===== config.mk =====
export PLATFORM = sky130hd
export DESIGN_NAME = hsv_to_rgb_converter_core
export DESIGN_NICKNAME = d
export VERILOG_FILES = /design/src/rtl/hsvc_pkg.sv /design/src/rtl/hsvc_front.sv /design/src/rtl/hsvc_queue.sv /design/src/rtl/hsvc_back.sv /design/src/rtl/hsv_to_rgb_converter_core.sv
export SDC_FILE = /design/constraint.sdc
export NUM_CORES = 2
export LEC_CHECK = 0
export ABC_AREA = 1
export BUFFER_PORTS_ARGS = -buffer_cell sky130_fd_sc_hd__buf_2
export CORE_MARGIN = 1.5
export CORE_UTILIZATION = 40
export DETAILED_ROUTE_END_ITERATION = 8
export PLACE_DENSITY = 0.64
export SETUP_SLACK_MARGIN = 0.02
export SYNTH_ARGS = -nofsm -noshare
export SYNTH_HDL_FRONTEND = slang
export SYNTH_SLANG_ARGS = --single-unit

===== constraint.sdc =====
create_clock -name clk -period 5.32 [get_ports clk]
set_clock_uncertainty 0.15 [all_clocks]
set_input_delay 0.266 -clock clk [delete_from_list [all_inputs] [get_ports clk]]
set_output_delay 0.266 -clock clk [all_outputs]
set_load 0.005 [all_outputs]

===== src/rtl/hsvc_pkg.sv =====
`timescale 1ns / 1ps
// ----------------------------------------------------------------------------
// HSV to RGB converter package
// Shared payload types, sector codes and fixed-point constants.
// ----------------------------------------------------------------------------
package hsvc_pkg;

	localparam logic [6:0] PCT_MAX = 7'd100;

	// Sector span in degrees
	localparam logic [8:0] SECTOR_DEG = 9'd60;

	// Value scaled to full range: v * 6000, chroma: s * v * 60
	localparam logic [19:0] VAL_SCALE    = 20'd6000;
	localparam logic [19:0] CHROMA_SCALE = 20'd60;

	// floor(x*255/600000) = floor(floor(x*17/64) / 625)
	// floor(w/625) = (w * RECIP) >> RECIP_SHIFT for w < 2^18
	localparam logic [18:0] RECIP       = 19'd429497;
	localparam int          RECIP_SHIFT = 28;

	localparam int Q_DEPTH   = 4;
	localparam int Q_AW      = 2;
	localparam int OUT_DEPTH = 8;
	localparam int OUT_AW    = 3;

	typedef enum logic [2:0] {
		SEC_RED_YEL  = 3'd0,
		SEC_YEL_GRN  = 3'd1,
		SEC_GRN_CYN  = 3'd2,
		SEC_CYN_BLU  = 3'd3,
		SEC_BLU_MAG  = 3'd4,
		SEC_MAG_RED  = 3'd5,
		SEC_GREY     = 3'd6
	} sector_t;

	typedef struct packed {
		logic [8:0] hue_deg;
		logic [6:0] sat_pct;
		logic [6:0] val_pct;
	} hsv_in_t;

	typedef struct packed {
		logic [7:0] red_out;
		logic [7:0] green_out;
		logic [7:0] blue_out;
	} rgb_out_t;

	// Classified item passed from front to back
	typedef struct packed {
		logic [6:0] sat;
		logic [6:0] val;
		sector_t    sector;
		logic [5:0] factor;
	} front_item_t;

	typedef struct packed {
		logic full;
		logic empty;
	} q_status_t;

endpackage


===== src/rtl/hsvc_front.sv =====
`timescale 1ns / 1ps
// ----------------------------------------------------------------------------
// HSV to RGB converter front end
// Accepts colors, clamps saturation/value and classifies the hue sector.
// ----------------------------------------------------------------------------
module hsvc_front (
	input  logic                   clk,
	input  logic                   arst_n,
	input  logic                   push,
	output logic                   full,
	input  hsvc_pkg::hsv_in_t      hsv_in,
	output logic                   q_push,
	output hsvc_pkg::front_item_t  q_item,
	input  hsvc_pkg::q_status_t    q_status
);

	logic                  v_s1;
	hsvc_pkg::front_item_t item_s1;
	hsvc_pkg::front_item_t item_next;
	logic [8:0]            hue;
	logic [8:0]            base;
	logic [8:0]            h_off;
	logic                  take;
	logic                  drain;

	always_comb begin
		hue = hsv_in.hue_deg;
		if (hue < 9'd60) begin
			item_next.sector = hsvc_pkg::SEC_RED_YEL;
			base = 9'd0;
		end else if (hue < 9'd120) begin
			item_next.sector = hsvc_pkg::SEC_YEL_GRN;
			base = 9'd60;
		end else if (hue < 9'd180) begin
			item_next.sector = hsvc_pkg::SEC_GRN_CYN;
			base = 9'd120;
		end else if (hue < 9'd240) begin
			item_next.sector = hsvc_pkg::SEC_CYN_BLU;
			base = 9'd180;
		end else if (hue < 9'd300) begin
			item_next.sector = hsvc_pkg::SEC_BLU_MAG;
			base = 9'd240;
		end else if (hue < 9'd360) begin
			item_next.sector = hsvc_pkg::SEC_MAG_RED;
			base = 9'd300;
		end else begin
			item_next.sector = hsvc_pkg::SEC_GREY;
			base = hue;
		end
		h_off = hue - base;
		// Rising edge within even sectors, falling within odd ones
		if (item_next.sector == hsvc_pkg::SEC_GREY) begin
			item_next.factor = 6'd0;
		end else if (item_next.sector[0]) begin
			item_next.factor = 6'(hsvc_pkg::SECTOR_DEG - h_off);
		end else begin
			item_next.factor = h_off[5:0];
		end
		item_next.sat = (hsv_in.sat_pct > hsvc_pkg::PCT_MAX) ? hsvc_pkg::PCT_MAX
		                                                     : hsv_in.sat_pct;
		item_next.val = (hsv_in.val_pct > hsvc_pkg::PCT_MAX) ? hsvc_pkg::PCT_MAX
		                                                     : hsv_in.val_pct;
	end

	assign drain  = v_s1 && !q_status.full;
	assign full   = v_s1 && q_status.full;
	assign take   = push && !full;
	assign q_push = v_s1;
	assign q_item = item_s1;

	always_ff @(posedge clk or negedge arst_n) begin
		if (!arst_n) begin
			v_s1 <= 1'b0;
		end else if (take) begin
			v_s1 <= 1'b1;
		end else if (drain) begin
			v_s1 <= 1'b0;
		end
	end

	always_ff @(posedge clk) begin
		if (take) begin
			item_s1 <= item_next;
		end
	end

	// Held item must not change while the queue is full
	assert property (@(posedge clk) disable iff (!arst_n)
		(v_s1 && q_status.full) |=> (v_s1 && $stable(item_s1)))
		else $error("front item lost while queue full");

	assert property (@(posedge clk) disable iff (!arst_n)
		v_s1 |-> (item_s1.sat <= hsvc_pkg::PCT_MAX && item_s1.val <= hsvc_pkg::PCT_MAX))
		else $error("unclamped percent in front stage");

	assert property (@(posedge clk) disable iff (!arst_n)
		v_s1 |-> (item_s1.factor <= 6'd60))
		else $error("hue factor out of range");

endmodule


===== src/rtl/hsvc_queue.sv =====
`timescale 1ns / 1ps
// ----------------------------------------------------------------------------
// HSV to RGB converter decoupling queue
// Small show-ahead FIFO between the front end and the arithmetic back end.
// ----------------------------------------------------------------------------
module hsvc_queue (
	input  logic                   clk,
	input  logic                   arst_n,
	input  logic                   push,
	input  hsvc_pkg::front_item_t  din,
	input  logic                   pop,
	output hsvc_pkg::front_item_t  dout,
	output hsvc_pkg::q_status_t    status
);

	hsvc_pkg::front_item_t        mem [hsvc_pkg::Q_DEPTH];
	logic [hsvc_pkg::Q_AW-1:0]    wr_ptr_q;
	logic [hsvc_pkg::Q_AW-1:0]    rd_ptr_q;
	logic [hsvc_pkg::Q_AW:0]      cnt_q;
	logic                         wr_en;
	logic                         rd_en;

	assign status.full  = (cnt_q == (hsvc_pkg::Q_AW+1)'(hsvc_pkg::Q_DEPTH));
	assign status.empty = (cnt_q == '0);
	assign wr_en        = push && !status.full;
	assign rd_en        = pop && !status.empty;
	assign dout         = mem[rd_ptr_q];

	always_ff @(posedge clk or negedge arst_n) begin
		if (!arst_n) begin
			wr_ptr_q <= '0;
			rd_ptr_q <= '0;
			cnt_q    <= '0;
		end else begin
			if (wr_en) begin
				wr_ptr_q <= wr_ptr_q + 1'b1;
			end
			if (rd_en) begin
				rd_ptr_q <= rd_ptr_q + 1'b1;
			end
			cnt_q <= cnt_q + (hsvc_pkg::Q_AW+1)'(wr_en) - (hsvc_pkg::Q_AW+1)'(rd_en);
		end
	end

	always_ff @(posedge clk) begin
		if (wr_en) begin
			mem[wr_ptr_q] <= din;
		end
	end

	assert property (@(posedge clk) disable iff (!arst_n)
		cnt_q <= (hsvc_pkg::Q_AW+1)'(hsvc_pkg::Q_DEPTH))
		else $error("queue count overflow");

	assert property (@(posedge clk) disable iff (!arst_n)
		(wr_en && !rd_en) |=> (cnt_q == $past(cnt_q) + 1'b1))
		else $error("queue count did not advance on write");

	assert property (@(posedge clk) disable iff (!arst_n)
		(cnt_q == '0) |-> (wr_ptr_q == rd_ptr_q))
		else $error("queue pointers disagree when empty");

endmodule


===== src/rtl/hsvc_back.sv =====
`timescale 1ns / 1ps
// ----------------------------------------------------------------------------
// HSV to RGB converter back end
// Scaled chroma/offset arithmetic, channel placement and output buffer.
// ----------------------------------------------------------------------------
module hsvc_back (
	input  logic                   clk,
	input  logic                   arst_n,
	input  hsvc_pkg::front_item_t  q_item,
	input  hsvc_pkg::q_status_t    q_status,
	output logic                   q_pop,
	output logic                   empty,
	input  logic                   pop,
	output hsvc_pkg::rgb_out_t     rgb_out
);

	// Stage 1: products
	logic                      v_b1;
	logic [13:0]               sv_b1;
	logic [19:0]               vscaled_b1;
	logic [5:0]                factor_b1;
	hsvc_pkg::sector_t         sector_b1;

	// Stage 2: chroma, secondary, offset
	logic                      v_b2;
	logic [19:0]               chroma_b2;
	logic [19:0]               second_b2;
	logic [19:0]               offset_b2;
	hsvc_pkg::sector_t         sector_b2;

	// Stage 3: prescaled channels
	logic                      v_b3;
	logic [17:0]               wr_b3;
	logic [17:0]               wg_b3;
	logic [17:0]               wb_b3;

	logic [19:0]               part_r;
	logic [19:0]               part_g;
	logic [19:0]               part_b;
	logic [19:0]               x_r;
	logic [19:0]               x_g;
	logic [19:0]               x_b;
	logic [23:0]               z_r;
	logic [23:0]               z_g;
	logic [23:0]               z_b;
	logic [36:0]               prod_r;
	logic [36:0]               prod_g;
	logic [36:0]               prod_b;
	hsvc_pkg::rgb_out_t        rgb_next;

	// Output buffer
	hsvc_pkg::rgb_out_t            out_mem [hsvc_pkg::OUT_DEPTH];
	logic [hsvc_pkg::OUT_AW-1:0]   out_wr_q;
	logic [hsvc_pkg::OUT_AW-1:0]   out_rd_q;
	logic [hsvc_pkg::OUT_AW:0]     out_cnt_q;
	logic [1:0]                    inflight;
	logic [hsvc_pkg::OUT_AW+1:0]   committed;
	logic                          out_rd;

	// Issue only when the output buffer has room for everything in flight
	assign inflight  = 2'(v_b1) + 2'(v_b2) + 2'(v_b3);
	assign committed = (hsvc_pkg::OUT_AW+2)'(out_cnt_q) + (hsvc_pkg::OUT_AW+2)'(inflight);
	assign q_pop     = !q_status.empty
	                   && (committed < (hsvc_pkg::OUT_AW+2)'(hsvc_pkg::OUT_DEPTH));

	always_ff @(posedge clk or negedge arst_n) begin
		if (!arst_n) begin
			v_b1 <= 1'b0;
			v_b2 <= 1'b0;
			v_b3 <= 1'b0;
		end else begin
			v_b1 <= q_pop;
			v_b2 <= v_b1;
			v_b3 <= v_b2;
		end
	end

	always_ff @(posedge clk) begin
		sv_b1      <= 14'(q_item.sat) * 14'(q_item.val);
		vscaled_b1 <= 20'(q_item.val) * hsvc_pkg::VAL_SCALE;
		factor_b1  <= q_item.factor;
		sector_b1  <= q_item.sector;
	end

	always_ff @(posedge clk) begin
		chroma_b2 <= 20'(sv_b1) * hsvc_pkg::CHROMA_SCALE;
		second_b2 <= 20'(sv_b1) * 20'(factor_b1);
		offset_b2 <= vscaled_b1 - 20'(sv_b1) * hsvc_pkg::CHROMA_SCALE;
		sector_b2 <= sector_b1;
	end

	always_comb begin
		part_r = '0;
		part_g = '0;
		part_b = '0;
		case (sector_b2)
			hsvc_pkg::SEC_RED_YEL: begin
				part_r = chroma_b2;
				part_g = second_b2;
			end
			hsvc_pkg::SEC_YEL_GRN: begin
				part_r = second_b2;
				part_g = chroma_b2;
			end
			hsvc_pkg::SEC_GRN_CYN: begin
				part_g = chroma_b2;
				part_b = second_b2;
			end
			hsvc_pkg::SEC_CYN_BLU: begin
				part_g = second_b2;
				part_b = chroma_b2;
			end
			hsvc_pkg::SEC_BLU_MAG: begin
				part_r = second_b2;
				part_b = chroma_b2;
			end
			hsvc_pkg::SEC_MAG_RED: begin
				part_r = chroma_b2;
				part_b = second_b2;
			end
			default: begin
			end
		endcase
		x_r = part_r + offset_b2;
		x_g = part_g + offset_b2;
		x_b = part_b + offset_b2;
		// times 17, then drop the power-of-two part of 40000
		z_r = {x_r, 4'd0} + 24'(x_r);
		z_g = {x_g, 4'd0} + 24'(x_g);
		z_b = {x_b, 4'd0} + 24'(x_b);
	end

	always_ff @(posedge clk) begin
		wr_b3 <= z_r[23:6];
		wg_b3 <= z_g[23:6];
		wb_b3 <= z_b[23:6];
	end

	// Divide by 625 through the reciprocal
	always_comb begin
		prod_r = 37'(wr_b3) * 37'(hsvc_pkg::RECIP);
		prod_g = 37'(wg_b3) * 37'(hsvc_pkg::RECIP);
		prod_b = 37'(wb_b3) * 37'(hsvc_pkg::RECIP);
		rgb_next.red_out   = prod_r[hsvc_pkg::RECIP_SHIFT +: 8];
		rgb_next.green_out = prod_g[hsvc_pkg::RECIP_SHIFT +: 8];
		rgb_next.blue_out  = prod_b[hsvc_pkg::RECIP_SHIFT +: 8];
	end

	assign empty   = (out_cnt_q == '0);
	assign out_rd  = pop && !empty;
	assign rgb_out = out_mem[out_rd_q];

	always_ff @(posedge clk or negedge arst_n) begin
		if (!arst_n) begin
			out_wr_q  <= '0;
			out_rd_q  <= '0;
			out_cnt_q <= '0;
		end else begin
			if (v_b3) begin
				out_wr_q <= out_wr_q + 1'b1;
			end
			if (out_rd) begin
				out_rd_q <= out_rd_q + 1'b1;
			end
			out_cnt_q <= out_cnt_q + (hsvc_pkg::OUT_AW+1)'(v_b3)
			             - (hsvc_pkg::OUT_AW+1)'(out_rd);
		end
	end

	always_ff @(posedge clk) begin
		if (v_b3) begin
			out_mem[out_wr_q] <= rgb_next;
		end
	end

	assert property (@(posedge clk) disable iff (!arst_n)
		committed <= (hsvc_pkg::OUT_AW+2)'(hsvc_pkg::OUT_DEPTH))
		else $error("output buffer overcommitted");

	assert property (@(posedge clk) disable iff (!arst_n)
		q_pop |=> v_b1 ##1 v_b2 ##1 v_b3)
		else $error("issued transaction dropped from pipeline");

	assert property (@(posedge clk) disable iff (!arst_n)
		(empty) |-> (out_wr_q == out_rd_q))
		else $error("output pointers disagree when empty");

endmodule


===== src/rtl/hsv_to_rgb_converter_core.sv =====
`timescale 1ns / 1ps
// An accepted color passes the front register, the decoupling queue, back-end stages b1,
// b2 and b3 and the output buffer before it can be popped from the result ports.
// Throughput: one color per cycle, sustained.
// The issue gate into the 3-stage arithmetic pipe (8-entry output buffer) sets the limit
// when results are not popped. Reset clears all valid bits and queue pointers; no
// clearing pass, so push is accepted as soon as reset is released.
// ----------------------------------------------------------------------------
// HSV to RGB converter core
// Front end classification, decoupling queue and arithmetic back end.
// ----------------------------------------------------------------------------
module hsv_to_rgb_converter_core (
	input  logic                clk,
	input  logic                arst_n,
	input  logic                push,
	output logic                full,
	input  hsvc_pkg::hsv_in_t   hsv_in,
	output logic                empty,
	input  logic                pop,
	output hsvc_pkg::rgb_out_t  rgb_out
);

	logic                   q_push;
	logic                   q_pop;
	hsvc_pkg::front_item_t  q_din;
	hsvc_pkg::front_item_t  q_dout;
	hsvc_pkg::q_status_t    q_status;

	hsvc_front u_front (
		.clk      (clk),
		.arst_n   (arst_n),
		.push     (push),
		.full     (full),
		.hsv_in   (hsv_in),
		.q_push   (q_push),
		.q_item   (q_din),
		.q_status (q_status)
	);

	hsvc_queue u_queue (
		.clk    (clk),
		.arst_n (arst_n),
		.push   (q_push),
		.din    (q_din),
		.pop    (q_pop),
		.dout   (q_dout),
		.status (q_status)
	);

	hsvc_back u_back (
		.clk      (clk),
		.arst_n   (arst_n),
		.q_item   (q_dout),
		.q_status (q_status),
		.q_pop    (q_pop),
		.empty    (empty),
		.pop      (pop),
		.rgb_out  (rgb_out)
	);

endmodule

# Yosys cells after proc, flatten, opt, wreduce, memory -nomap -nowiden
# Memories as Yosys holds them, arrays and structs flattened.
# Index checks and enable logic that the tools add are counted.
# classes
add_sub_neg	20
n_mul	7
div_mod_pow	0
n_lt_le_gt_ge	9
n_eq_ne	7
n_shift	0
mux	22
n_bitwise	0
n_reduce_logical	20
# op_table
op	n
20-bit one-hot mux with 2 select lines	3
18-bit by 19-bit multiplier with 36-bit output, second input constant	3
24-bit by 20-bit adder with 24-bit output	3
20-bit adder	3
6-bit two-way mux	7
14-bit by 6-bit multiplier with 20-bit output	1
20-bit subtractor	1
9-bit by 8-bit < comparator with 1-bit output, second input constant	2
9-bit < comparator, second input constant	2
14-bit by 4-bit multiplier with 18-bit output, second input constant	1
7-bit by 9-bit multiplier with 16-bit output, second input constant	1
3-bit two-way mux	5
7-bit > comparator, second input constant	2
7-bit by 7-bit multiplier with 14-bit output	1
3-bit equality test, second input constant	4
2-bit OR reduction	6
9-bit by 6-bit < comparator with 1-bit output, second input constant	1
9-bit by 7-bit < comparator with 1-bit output, second input constant	1
3-bit by 1-bit adder with 3-bit output, second input constant	2
3-bit by 2-bit equality test with 1-bit output, second input constant	2
1-bit logical AND	6
3-bit logical NOT	2
1-bit two-way mux	6
6-bit subtractor	1
other kinds (15)	19
# totals
reg_bits	198
latchBits	0
ram_bits	284
mem_bits_ro	0
inputBits	27
output_inout_bits	26
wordCells	112
memories	2
# mem_list
memory	depth	word_bits	rd	rd_ports_with_merged_regs	wr	line	source
u_back.out_mem	8	24	1	0	1	hsvc_back.sv:52	hsvc_pkg::rgb_out_t out_mem [hsvc_pkg::OUT_DEPTH];
u_queue.mem	4	23	1	0	1	hsvc_queue.sv:16	hsvc_pkg::front_item_t mem [hsvc_pkg::Q_DEPTH];

# Logic depth before layout (Yosys ltp)
# depth
word_depth	10
ltp_mapped	29
depth_no_buf	28

# Hierarchy
# A second synthesis with hierarchy kept.
# hier_totals
hier_cells	5539
area_unflattened_um2	48929.4
# by_module_without_submodules
module	instances	cells_per_inst	area_per_inst_um2	seq_area_each_um2
hsvc_back	1	5017	43334.1	9113.7
hsvc_queue	1	350	4110.2	2937.8
hsvc_front	1	172	1485.2	715.7

# Least setup slack after synthesis
# No wires, ideal clock.
# synth_path
path_kind	register to register
startpoint	register u_back.wr_b3[10]
endpoint	memory u_back.out_mem[0][16] in the netlist's numbering (data pin)
setup_ns	0.223
arrival_ns	4.726
required_time_ns	4.947
setup_slack_ns	0.221
stages_incl_launch_ff	21
n_path_buf	0
synth_period_minus_slack_ns	5.099
path_cell_list	dfxtp_1 -> inv_1 -> ha_1 -> inv_1 -> fa_1 -> fa_1 -> fa_1 -> fa_1 -> inv_1 -> fa_1 -> inv_1 -> ha_1 -> nand2_1 -> nor2_1 -> nand2_1 -> nor3_1 -> nand2_1 -> nand3_1 -> a31oi_1 -> nand2_1 -> xor2_1
# synth_between
elab_chain_len	1
# synth_lines
element	line	source
start, declared	hsvc_back.sv:33	logic [17:0] wr_b3;
start signal, assigned	hsvc_back.sv:134	wr_b3 <= z_r[23:6];
18-bit by 19-bit multiplier with 36-bit output	hsvc_back.sv:141	prod_r = 37'(wr_b3) * 37'(hsvc_pkg::RECIP);
via u_back.prod_r[28]	hsvc_back.sv:46	logic [36:0] prod_r;
end, declared	hsvc_back.sv:52	
# The timed path passes the listed nets, and every way through them passes these cells.

# Final worst setup path
# layout_path
startpoint	register u_back.wr_b3[15]
endpoint	memory u_back.out_mem[6][16] in the netlist's numbering (data pin)
# Same word-level chain as after synthesis.

==> impl_metrics.toml <==
[run_status]
status = "completed"

[sta]
setup_viol = 0
fin_setup_tns_ns = 0
final-hold-violation-count = 0
post-route-min-period_ns = 5.18
setup_ws_ns = 0.140
rsz0062_at_grt = "yes"
tightest_slew_ns = 1.03
slew_violations = 0
max_freq_ghz = 0.193
timing.final.crit_share = 0.974
slew_headroom = 0.311

[clocking]
clock_latency_ns = 0.64
cts_buffers = 51
h-tree-depth = 2
cts_tree = "built"
clock-root-buffer = "clkbuf_16"
cts.sinks = 479
clk_pin_slew_ns = 0.07
cts.path.max_buffers = 3

[worst_setup_path]
cp-end-kind = "flop"
criticalPathCategory = "reg -> reg"
cp_data_required_time_ns = 5.67
cp_max_fo = 8
cp-start-kind = "flop"
critical_path_arrival_ns = 5.53

[routing]
routed_wl_um = 118000
num_vias = 35720
ant_nets = 0
avgRoutedWirePerCell_um = 16.4
dr.pass1.iters = 6
drt-initial-drc-count = 2063
drc = 0
viasPerCell = 4.96

[worst_hold_path]
holdCritPathClass = "in -> reg"

[layout]
drive_gt1_frac = 0.102
fill_cells = 11283
antennaDiodeCount = 0
seq_area_sq_mm = 0.0128
multi_input_area_sq_mm = 0.0318
final_cell_mix = "1096 x inv_1, 800 x nand2_1, 641 x ha_1, 489 x fa_1, 422 x nor2_1"
nets = 6777
area_growth_pct = 13.5
final_common_cell = "inv_1"

[die]
initial_utilization = 0.405
rows = 126
io_pins = 53
die_x_um = 350
core_area_sq_mm = 0.119
fp.dieH_um = 350
dieArea_sq_mm = 0.122

[global_route]
gr-total-overflow = 0
grt.busiest_layer = "met2"
grt_pass1_wl_um = 190000
grt_pass1_vias = 36540
antenna_found_initial = 0
use_met3 = 0.0209
grt_max_degree = 98
grtUsageMet1 = 0.263
globalRouteMet2Util = 0.331
grt_use_total = 0.193

[placed_design]
place.detailed.hpwl_um = 96100
post-place-ws_ns = -0.176
gp_congestion = 0.964
numPortBuffers = 52

[yosys]
synth_ff_type = "edfxtp_1"
postSynthNetCount = 6536
ys_seq_area_frac = 0.266
synth_compound_area_frac = 0.0915
synth_seq_cells = 479
syn_inst = 5323
synth_mux_area_frac = 0
synth.cell_area_sq_mm = 0.0480
postSynth.asyncResetShare = 0.0438
synth-simple-area-share = 0.129
synth_top_family_by_area = "adder cells"
synthAdderAreaFrac = 0.388
syn_area_per_cell_sq_um = 9.02
synth_xor_area_frac = 0.0332
yosysUniqueCellTypes = 52
synth_edf_count = 307
ys_warn_count = 0

[job]
maxCapViolCount = 0
## Yosys cell counts, types with 14 or more instances
| library cell | n | share of area |
|---|---|---|
| fa_1 | 505 | 0.21 |
| o22ai_1 | 84 | 0.011 |
| xor2_1 | 122 | 0.022 |
| nand3_1 | 136 | 0.014 |
| nand2_2 | 14 | 0.0018 |
| o21ai_0 | 231 | 0.024 |
| dfxtp_1 | 151 | 0.063 |
| nand4_1 | 39 | 0.0051 |
| nor3_1 | 26 | 0.0027 |
| clkbuf_1 | 58 | 0.0045 |
| dfrtp_1 | 21 | 0.011 |
| nand2_1 | 829 | 0.065 |
| inv_1 | 1099 | 0.086 |
| a31oi_1 | 55 | 0.0072 |
| xnor2_1 | 58 | 0.011 |
| nor2_1 | 446 | 0.035 |
| edfxtp_1 | 307 | 0.19 |
| ha_1 | 681 | 0.18 |
| a21oi_1 | 267 | 0.028 |
| a21o_1 | 39 | 0.0061 |
## through the flow
| stage | utilization | area (sq um) | hold WS (ns) | instances |
|---|---|---|---|---|
| 6_report | 0.460 | 54500 | 0.0515 | 7206 |
| 5_1_grt | 0.460 | 54500 | 0.0555 | 7206 |
| 4_1_cts | 0.452 | 53500 | 0.0266 | 7202 |
| 3_5_place_dp | 0.434 | 51400 | 0.162 | 7084 |
| 3_3_place_gp | 0.434 | 51400 | 0.162 | 7084 |
| 2_1_floorplan | - | 48000 | -0.180 | 5323 |
## registers in the layout, summed over array words and instances (netlist names), 4 cells and up
register	count
u_back.vscaled_b1	16
u_back.second_b2	20
u_back.out_cnt_q	4
u_back.sv_b1	14
u_back.wg_b3	18
u_back.out_mem	192
u_back.wr_b3	18
u_queue.mem	92
u_front.q_item	23
u_back.factor_b1	6
u_back.offset_b2	17
u_back.chroma_b2	18
u_back.wb_b3	18
## layout make-up
class / count / share of cell area
Inverter: 1109 / 0.0765
Timing Repair Buffer: 256 / 0.0345
Multi-Input combinational cell: 3667 / 0.583
Clock buffer: 56 / 0.0242
Tap cell: 1600 / 0.0367
Clock inverter: 39 / 0.00902
Sequential cell: 479 / 0.236
## worst paths after layout
path,startpoint,end,slack [ns],cells after the start
max,u_back.wr_b3[15],u_back.out_mem[6][16],0.14,17
min,hsv_in[22],u_front.q_item[7],0.05,4
max reg2reg,u_back.wr_b3[15],u_back.out_mem[6][16],0.14,17
min reg2reg,u_back.sector_b1[0],u_back.sector_b2[0],0.18,0
max in group asynchronous,arst_n,u_front.q_push,4.40,2
min in group asynchronous,arst_n,u_back.out_rd_q[0],0.10,2
## kinds of logic (layout without fill, tap and decap cells)
family / Yosys count / in the layout
AOI/OAI and AO/OA: 769 / 769
xor gates and xnor gates: 181 / 181
adders and majority gates: 1186 / 1186
buffers and inverters: 1177 / 1460
DFF: 479 / 479
and+or+nand+nor: 1531 / 1531
## critical path: stages (launching register included)
cell	delay (ns)
dfxtp_4	0.40
fa_2	0.48
fa_2	0.59
fa_1	0.43
fa_2	0.55
fa_1	0.43
fa_1	0.50
ha_4	0.32
nand2_2	0.07
nor2_2	0.12
nand2_1	0.07
nor3_2	0.22
nand2_1	0.07
nand3_1	0.07
a31oi_1	0.04
nand2_1	0.11
xor2_2	0.25
buf_6	0.17
## timing repair
item,CTS,global route
endpoints found under the hold margin,39,0
gates resized for setup,18,217
endpoints found under the setup margin,123,199
pin swaps,0,45
setup buffers,0,4
hold buffers,23,0
## layer usage
metal | vias to the layer above | share of wire
met5 | - | 0
met4 | 0 | 0.019
met3 | 126 | 0.041
met2 | 696 | 0.48
met1 | 17258 | 0.46
li1 | 17640 | -
Power is not shown: default switching activity piles up to over one toggle a cycle in this logic, so the estimate is an artifact.
